===== config.mk =====
export PLATFORM = sky130hd
export DESIGN_NAME = sync_frame_deframer_crc16
export DESIGN_NICKNAME = d
export VERILOG_FILES = /design/src/rtl/sfd_pkg.sv /design/src/rtl/sfd_parser.sv /design/src/rtl/sync_frame_deframer_crc16.sv
export SDC_FILE = /design/constraint.sdc
export NUM_CORES = 1
export LEC_CHECK = 0
export ABC_AREA = 1
export BUFFER_PORTS_ARGS = -buffer_cell sky130_fd_sc_hd__buf_2
export CAP_MARGIN = 25
export CORE_ASPECT_RATIO = 0.5
export CORE_MARGIN = 3
export CORE_UTILIZATION = 46
export CTS_CLUSTER_DIAMETER = 30
export DETAILED_ROUTE_END_ITERATION = 6
export HOLD_SLACK_MARGIN = 0.08
export PLACE_DENSITY = 0.67
export SLEW_MARGIN = 5
export SYNTH_ARGS = -nofsm -noshare
export SYNTH_HDL_FRONTEND = slang
export SYNTH_SLANG_ARGS = --single-unit

===== constraint.sdc =====
create_clock -name clk -period 2.7 [get_ports clk]
set_input_delay 0 -clock clk [delete_from_list [all_inputs] [get_ports clk]]
set_output_delay 0 -clock clk [all_outputs]
set_load 0.05 [all_outputs]

===== src/rtl/sfd_pkg.sv =====
// Package for the sync-framed deframer: phase codes, result kinds, result struct,
// reset values and the CRC-16/MODBUS byte update. No dependencies.
`default_nettype none

package sfd_pkg;

  localparam int BYTE_W   = 8;
  localparam int CRC_W    = 16;
  localparam int KIND_W   = 2;
  localparam int CFG_IDX_W = 1;

  localparam logic [CRC_W-1:0]  CRC_INIT = 16'hFFFF;
  localparam logic [CRC_W-1:0]  CRC_POLY = 16'hA001;
  localparam logic [BYTE_W-1:0] SYNC_FIRST_RST  = 8'h6C;
  localparam logic [BYTE_W-1:0] SYNC_SECOND_RST = 8'hAA;

  localparam logic [CFG_IDX_W-1:0] CFG_SYNC_FIRST  = 1'b0;
  localparam logic [CFG_IDX_W-1:0] CFG_SYNC_SECOND = 1'b1;

  typedef enum logic [KIND_W-1:0] {
    KIND_PAYLOAD  = 2'd0,
    KIND_CRC_OK   = 2'd1,
    KIND_CRC_BAD  = 2'd2
  } kind_t;

  typedef enum logic [7:0] {
    PH_HUNT     = 8'b0000_0001,
    PH_SYNC2    = 8'b0000_0010,
    PH_TYPE_HI  = 8'b0000_0100,
    PH_TYPE_LO  = 8'b0000_1000,
    PH_LENGTH   = 8'b0001_0000,
    PH_PAYLOAD  = 8'b0010_0000,
    PH_CHECK_HI = 8'b0100_0000,
    PH_CHECK_LO = 8'b1000_0000
  } phase_t;

  typedef struct packed {
    kind_t              kind;
    logic [BYTE_W-1:0]  data_byte;
    logic [BYTE_W-1:0]  byte_index;
    logic [CRC_W-1:0]   frame_type;
    logic [BYTE_W-1:0]  frame_length;
    logic [CRC_W-1:0]   received_check;
    logic [CRC_W-1:0]   computed_check;
  } result_t;

  function automatic logic [CRC_W-1:0] crc_byte(input logic [CRC_W-1:0] crc,
                                                input logic [BYTE_W-1:0] b);
    logic [CRC_W-1:0] c;
    c = crc ^ {{(CRC_W-BYTE_W){1'b0}}, b};
    for (int k = 0; k < BYTE_W; k++) begin
      if (c[0]) begin
        c = (c >> 1) ^ CRC_POLY;
      end else begin
        c = c >> 1;
      end
    end
    return c;
  endfunction

endpackage

`default_nettype wire


===== src/rtl/sfd_parser.sv =====
// Frame parser: phase state machine, header capture, running CRC and result forming.
// Depends on sfd_pkg.
`default_nettype none

module sfd_parser (
  input  wire logic                      clk,
  input  wire logic                      rst_n,
  input  wire logic                      step,
  input  wire logic [sfd_pkg::BYTE_W-1:0] byte_i,
  input  wire logic [sfd_pkg::BYTE_W-1:0] sync_first,
  input  wire logic [sfd_pkg::BYTE_W-1:0] sync_second,
  output logic                           res_valid,
  output sfd_pkg::result_t               res
);

  sfd_pkg::phase_t              phase_r, phase_nxt;
  logic [sfd_pkg::CRC_W-1:0]    type_r, type_nxt;
  logic [sfd_pkg::BYTE_W-1:0]   len_r, len_nxt;
  logic [sfd_pkg::BYTE_W-1:0]   cnt_r, cnt_nxt;
  logic [sfd_pkg::CRC_W-1:0]    crc_r, crc_nxt;
  logic [sfd_pkg::BYTE_W-1:0]   chk_hi_r, chk_hi_nxt;
  logic [sfd_pkg::CRC_W-1:0]    crc_upd;
  logic [sfd_pkg::CRC_W-1:0]    crc_first;
  logic [sfd_pkg::CRC_W-1:0]    rx_check;
  logic [sfd_pkg::BYTE_W-1:0]   cnt_inc;

  assign crc_upd   = sfd_pkg::crc_byte(crc_r, byte_i);
  assign crc_first = sfd_pkg::crc_byte(sfd_pkg::CRC_INIT, byte_i);
  assign rx_check  = {chk_hi_r, byte_i};
  assign cnt_inc   = cnt_r + 8'd1;

  assign res_valid = (phase_r == sfd_pkg::PH_PAYLOAD) || (phase_r == sfd_pkg::PH_CHECK_LO);

  always_comb begin
    res = '0;
    res.frame_type   = type_r;
    res.frame_length = len_r;
    if (phase_r == sfd_pkg::PH_PAYLOAD) begin
      res.kind       = sfd_pkg::KIND_PAYLOAD;
      res.data_byte  = byte_i;
      res.byte_index = cnt_r;
    end else begin
      res.kind           = (rx_check == crc_r) ? sfd_pkg::KIND_CRC_OK : sfd_pkg::KIND_CRC_BAD;
      res.received_check = rx_check;
      res.computed_check = crc_r;
    end
  end

  always_comb begin
    phase_nxt  = phase_r;
    type_nxt   = type_r;
    len_nxt    = len_r;
    cnt_nxt    = cnt_r;
    crc_nxt    = crc_r;
    chk_hi_nxt = chk_hi_r;
    if (step) begin
      case (phase_r)
        sfd_pkg::PH_HUNT: begin
          if (byte_i == sync_first) begin
            crc_nxt   = crc_first;
            phase_nxt = sfd_pkg::PH_SYNC2;
          end
        end
        sfd_pkg::PH_SYNC2: begin
          if (byte_i == sync_second) begin
            crc_nxt   = crc_upd;
            phase_nxt = sfd_pkg::PH_TYPE_HI;
          end else begin
            phase_nxt = sfd_pkg::PH_HUNT;
          end
        end
        sfd_pkg::PH_TYPE_HI: begin
          type_nxt  = {byte_i, 8'h00};
          crc_nxt   = crc_upd;
          phase_nxt = sfd_pkg::PH_TYPE_LO;
        end
        sfd_pkg::PH_TYPE_LO: begin
          type_nxt  = {type_r[15:8], byte_i};
          crc_nxt   = crc_upd;
          phase_nxt = sfd_pkg::PH_LENGTH;
        end
        sfd_pkg::PH_LENGTH: begin
          len_nxt   = byte_i;
          cnt_nxt   = '0;
          crc_nxt   = crc_upd;
          phase_nxt = (byte_i != '0) ? sfd_pkg::PH_PAYLOAD : sfd_pkg::PH_CHECK_HI;
        end
        sfd_pkg::PH_PAYLOAD: begin
          crc_nxt = crc_upd;
          cnt_nxt = cnt_inc;
          if (cnt_inc == len_r) begin
            phase_nxt = sfd_pkg::PH_CHECK_HI;
          end
        end
        sfd_pkg::PH_CHECK_HI: begin
          chk_hi_nxt = byte_i;
          phase_nxt  = sfd_pkg::PH_CHECK_LO;
        end
        default: begin
          phase_nxt = sfd_pkg::PH_HUNT;
        end
      endcase
    end
  end

  always_ff @(posedge clk) begin
    if (!rst_n) begin
      phase_r  <= sfd_pkg::PH_HUNT;
      type_r   <= '0;
      len_r    <= '0;
      cnt_r    <= '0;
      crc_r    <= sfd_pkg::CRC_INIT;
      chk_hi_r <= '0;
    end else begin
      phase_r  <= phase_nxt;
      type_r   <= type_nxt;
      len_r    <= len_nxt;
      cnt_r    <= cnt_nxt;
      crc_r    <= crc_nxt;
      chk_hi_r <= chk_hi_nxt;
    end
  end

`ifndef SYNTHESIS
  a_cnt_below_len: assert property (@(posedge clk) disable iff (!rst_n)
    phase_r == sfd_pkg::PH_PAYLOAD |-> cnt_r < len_r)
    else $error("payload count reached length while still in payload");

  a_last_payload: assert property (@(posedge clk) disable iff (!rst_n)
    step && phase_r == sfd_pkg::PH_PAYLOAD && cnt_inc == len_r
    |=> phase_r == sfd_pkg::PH_CHECK_HI)
    else $error("last payload item did not move to check phase");

  a_crc_seed: assert property (@(posedge clk) disable iff (!rst_n)
    step && phase_r == sfd_pkg::PH_HUNT && byte_i == sync_first
    |=> crc_r == sfd_pkg::crc_byte(sfd_pkg::CRC_INIT, $past(byte_i)))
    else $error("CRC not seeded from first sync byte");
`endif

endmodule

`default_nettype wire


===== src/rtl/sync_frame_deframer_crc16.sv =====
// Top level of the sync-framed deframer with CRC-16/MODBUS check.
// Depends on sfd_pkg and sfd_parser.
//
// Takes one received byte per item and accepts a new item every cycle while the
// result side keeps up. An item waits in an input register, where the parser updates
// its phase and running CRC with a combinational, fully unrolled byte-wide CRC step;
// any result is loaded into the output register when the item advances, so a result
// passes through the input register and then the output register. A stalled output
// only holds the input side when the waiting item itself produces a result. Sync
// bytes are programmable through the cfg_ port (index 0 first, index 1 second).
`default_nettype none

module sync_frame_deframer_crc16 (
  input  wire logic                         clk,
  input  wire logic                         rst_n,
  input  wire logic                         in_valid,
  output logic                              in_ready,
  input  wire logic [sfd_pkg::BYTE_W-1:0]   in_rx_byte,
  output logic                              out_valid,
  input  wire logic                         out_ready,
  output logic [sfd_pkg::KIND_W-1:0]        out_kind,
  output logic [sfd_pkg::BYTE_W-1:0]        out_data_byte,
  output logic [sfd_pkg::BYTE_W-1:0]        out_byte_index,
  output logic [sfd_pkg::CRC_W-1:0]         out_frame_type,
  output logic [sfd_pkg::BYTE_W-1:0]        out_frame_length,
  output logic [sfd_pkg::CRC_W-1:0]         out_received_check,
  output logic [sfd_pkg::CRC_W-1:0]         out_computed_check,
  input  wire logic                         cfg_we,
  input  wire logic [sfd_pkg::CFG_IDX_W-1:0] cfg_index,
  input  wire logic [sfd_pkg::BYTE_W-1:0]   cfg_wdata
);

  logic [sfd_pkg::BYTE_W-1:0] sync_first_r, sync_second_r;
  logic                       in_vld_r, in_vld_nxt;
  logic [sfd_pkg::BYTE_W-1:0] in_byte_r;
  logic                       out_vld_r, out_vld_nxt;
  sfd_pkg::result_t           out_res_r;
  logic                       adv;
  logic                       res_valid;
  sfd_pkg::result_t           res;

  sfd_parser u_parser (
    .clk         (clk),
    .rst_n       (rst_n),
    .step        (adv),
    .byte_i      (in_byte_r),
    .sync_first  (sync_first_r),
    .sync_second (sync_second_r),
    .res_valid   (res_valid),
    .res         (res)
  );

  assign adv      = in_vld_r && (!res_valid || !out_vld_r || out_ready);
  assign in_ready = !in_vld_r || adv;

  always_comb begin
    in_vld_nxt = in_vld_r;
    if (in_valid && in_ready) begin
      in_vld_nxt = 1'b1;
    end else if (adv) begin
      in_vld_nxt = 1'b0;
    end
    out_vld_nxt = out_vld_r;
    if (adv && res_valid) begin
      out_vld_nxt = 1'b1;
    end else if (out_ready) begin
      out_vld_nxt = 1'b0;
    end
  end

  always_ff @(posedge clk) begin
    if (!rst_n) begin
      sync_first_r  <= sfd_pkg::SYNC_FIRST_RST;
      sync_second_r <= sfd_pkg::SYNC_SECOND_RST;
      in_vld_r      <= 1'b0;
      out_vld_r     <= 1'b0;
    end else begin
      if (cfg_we) begin
        case (cfg_index)
          sfd_pkg::CFG_SYNC_FIRST:  sync_first_r  <= cfg_wdata;
          sfd_pkg::CFG_SYNC_SECOND: sync_second_r <= cfg_wdata;
          default: begin
          end
        endcase
      end
      in_vld_r  <= in_vld_nxt;
      out_vld_r <= out_vld_nxt;
    end
  end

  always_ff @(posedge clk) begin
    if (in_valid && in_ready) begin
      in_byte_r <= in_rx_byte;
    end
    if (adv && res_valid) begin
      out_res_r <= res;
    end
  end

  assign out_valid          = out_vld_r;
  assign out_kind           = out_res_r.kind;
  assign out_data_byte      = out_res_r.data_byte;
  assign out_byte_index     = out_res_r.byte_index;
  assign out_frame_type     = out_res_r.frame_type;
  assign out_frame_length   = out_res_r.frame_length;
  assign out_received_check = out_res_r.received_check;
  assign out_computed_check = out_res_r.computed_check;

endmodule

`default_nettype wire


==> impl_results.md <==
- Layout cells sized above 1: 19.0%
- Dpl cells: 1070
- Failing checks: DRC
- Relative slew slack: 34.8%
- Sequential cell area: 0.00410 mm^2
- Post-synthesis net count: 819
- Vert. Die Dim: 94.3 um
- Final cycle utilization of the critical path: 85.8%
- Most numerous cell in the Yosys netlist: nand2_1
- Crit path kind: flop to flop
- Yosys top cell area share: 34.4%
- Antenna Cells: 0
- Via density: 5.07
- Worst EP required: 3.01 ns
- Leading area contributor after synthesis: edfxtp_1
- Hold Crit Depth: 3
- Clk pin slew, worst setup/hold paths: 0.06 ns
- Total global routing overflow: 0
- Final WL: 17700 um
- Critical-path cell list: xnor2_2 > ha_1 > inv_1 > nand2_1 > nand2_1 > nand2_1 > nand3_1 > nand2_1 > nand2_1 > nand3_1 > nand3_1 > nand2_1 > nand2_1 > nand2_1
- Fmax: 432 MHz
- Multi-input logic area: 0.00259 mm^2
- Sequential-to-total area share from yosys stat: 57.3%
- Worst Hold Class: input port to flop
- Final Setup Violations: 0
- Routed via count: 5723
- CTS buffer count: 17
- Post-layout minimum cycle time: 2.32 ns
- Critical path fanouts, max: 9
- Pleak: 3.62 nW
- Worst r2r src: in_byte_r[0]
- I/O pin count: 98
- XOR/XNOR Fraction of Synth Area: 4.64%
- First-pass GRT wire length: 28400 um
- Pwr per Cell Area: 712 mW/mm^2
- Total Routing Usage GR: 21.4%
- CTS sink cnt: 164
- Layout area overhead: 21.2%
- Critical Path End Type: flop
- Starting Density: 48.2%
- Largest family of logic cells by synthesized area: simple AND/OR/NAND/NOR gates
- Core area: 0.0149 mm^2
- Crit-path max cell delay: 0.62 ns
- Worst Setup SP: in_byte_r[0]
- ANT nets after route: 0
- Setup Skew: 0.00733 ns
- HP Start: rst_n
- DRC Markers: 2
- Synth Area in Simple Gates: 22.6%
- Layout Nets: 949
- 1st-pass router iterations: 7
- Status: finished, violations left
- Cell Area, Synth: 0.00717 mm^2
- Crit path max-delay cell type: edfxtp_1
- Initial antenna violation count: 0
- Iteration-0 DRC count of the detailed router: 563
- Compound-gate portion of the synthesized area: 7.25%
- Most Frequent Cell on Critical Path: nand2_1
- CP top delay family: simple AND/OR/NAND/NOR gates
- CTS tree: built
- Worst Path Arrival: 2.63 ns
- Max-cap violations: 0
- Synth cell types: 36
- Die area: 0.0172 mm^2
- Levels on crit path: 14
- Max VDD drop: 0.461 mV
- Synth Area in Adders: 1.57%
- Post-synthesis mux area share: 0%
- RePlAce Congestion: 0.887
- Clk Latency, worst-skew pair: 0.42 ns
- Cell row count: 31
- Most area-consuming cells after synthesis: edfxtp_1 (34%), dfxtp_1 (23%), nand2_1 (9.3%)
- EDFF count, synth: 82
- Ys flop type: edfxtp_1
- Slew @ Worst Pin: 0.977 ns
- CP Launch Type: flop
- Finished Layout Cells: 1129
- List of most frequent post-synthesis cells: nand2_1 (177), nor2_1 (94), dfxtp_1 (82), edfxtp_1 (82), inv_1 (73)
- Final Max Tran Viols: 0
- Synth async-reset ratio: 0%
- # H-tree levels: 4
- I/O Buffers: 97
- Clk root buf: clkbuf_16
- Vias in the first global route: 5454
- Die Width: 183 um
- Fillers: 1278
- Post-Syn Area per Cell: 9.10 um^2
- Yosys warnings: 0
- Mean routed wirelength per cell: 15.7 um
- CTS max path bufs: 2
- FF+latch count, synth: 164
- Post-synthesis cell count: 788
- Detailed Place HPWL: 12300 um
- Setup TNS: 0 ns
- Worst reg2reg path depth: 14
- Setup bufs post-CTS: 0
- Worst path bufs/invs: 1
- Hold Vio Cnt, Final: 0
- RSZ-0062 raised after global routing: no
- Largest net degree at the start of global routing: 54
through the flow:
stage          worst slack (ns)  cell area (um^2)  hold slack, ns  total power, mW  utilization (%)
2_1_floorplan            0.0514              7170          0.0989             3.63                -
3_3_place_gp              0.408              7850           0.177             3.84             52.9
3_5_place_dp              0.335              7850           0.181             3.86             52.9
4_1_cts                   0.312              8680           0.160             6.19             58.4
5_1_grt                  0.0816              8690           0.192             6.48             58.5
6_report                  0.383              8690           0.164             6.19             58.5
what timing repair did:
action / in CTS / in global routing
hold buffers: 27 / 0
endpoints found under the setup margin: 0 / 1
endpoints found under the hold margin: 26 / 0
resized for setup: 0 / 1
registers in the layout, indices dropped and copies added (netlist names):
register,cells
u_parser.cnt_r,8
out_kind,2
out_byte_index,8
u_parser.len_r,8
u_parser.crc_r,16
out_frame_type,16
sync_second_r,8
out_computed_check,16
in_byte_r,8
in_vld_r,1
out_data_byte,8
u_parser.phase_r,8
sync_first_r,8
out_received_check,16
out_frame_length,8
out_valid,1
u_parser.chk_hi_r,8
u_parser.type_r,16
path summary, 6_finish.rpt:
kind                        to  slack (ns)
max reg2reg  u_parser.crc_r[0]        0.38
max          u_parser.crc_r[0]        0.38
min reg2reg  out_frame_type[8]        0.43
min          u_parser.crc_r[8]        0.16
cell families after synthesis:
| kind of cell | Yosys count |
|---|---|
| flops | 164 |
| fa+ha+maj | 9 |
| simple gates | 371 |
| buf+inv | 109 |
| compound gates | 97 |
| xor+xnor | 38 |
worst register-to-register path: cells and delay by family (launching register included):
family / cells / cell delay (ns)
flip-flops: 1 / 0.62
XOR/XNOR: 1 / 0.34
buffers and inverters: 1 / 0.10
AND/OR/NAND/NOR: 11 / 0.84
adder cells (fa/ha/maj): 1 / 0.31
layout make-up:
class	count	share of cell area (%)
Timing Repair Buffer	142	10.3
Sequential cell	164	47.2
Tap cell	198	2.85
Clock buffer	19	4.98
Inverter	78	3.44
Clock inverter	13	1.44
Multi-Input combinational cell	515	29.8
per-layer routing:
metal  vias to the layer above  share of wire (%)  track usage [%]
met3                        17                6.9             4.29
li1                       2839                  -                -
met1                      2672                 49             31.1
met5                         -                  0                0
met4                         0                1.3             6.27
met2                       195                 43             32.2
report_power, final:
part	leakage, nW	switching [mW]	internal, mW
clock network	0.275	1.04	1.29
registers	1.42	0.140	2.73
logic	1.92	0.624	0.367
total	3.62	1.80	4.38
placed cells by master (no fill, tap or decap), types with 18 or more instances in the layout:
| cell | synthesis | routed |
|---|---|---|
| edfxtp_1 | 82 | 82 |
| xor2_1 | 21 | 21 |
| nand3_1 | 63 | 63 |
| inv_1 | 73 | 72 |
| nor2_1 | 94 | 94 |
| dlygate4sd3_1 | 0 | 27 |
| a21oi_1 | 51 | 51 |
| buf_2 | 7 | 97 |
| dfxtp_1 | 82 | 82 |
| buf_4 | 6 | 18 |
| o21ai_0 | 32 | 32 |
| nand2_1 | 177 | 177 |
No activity file was read; power rests on OpenSTA's default activity.
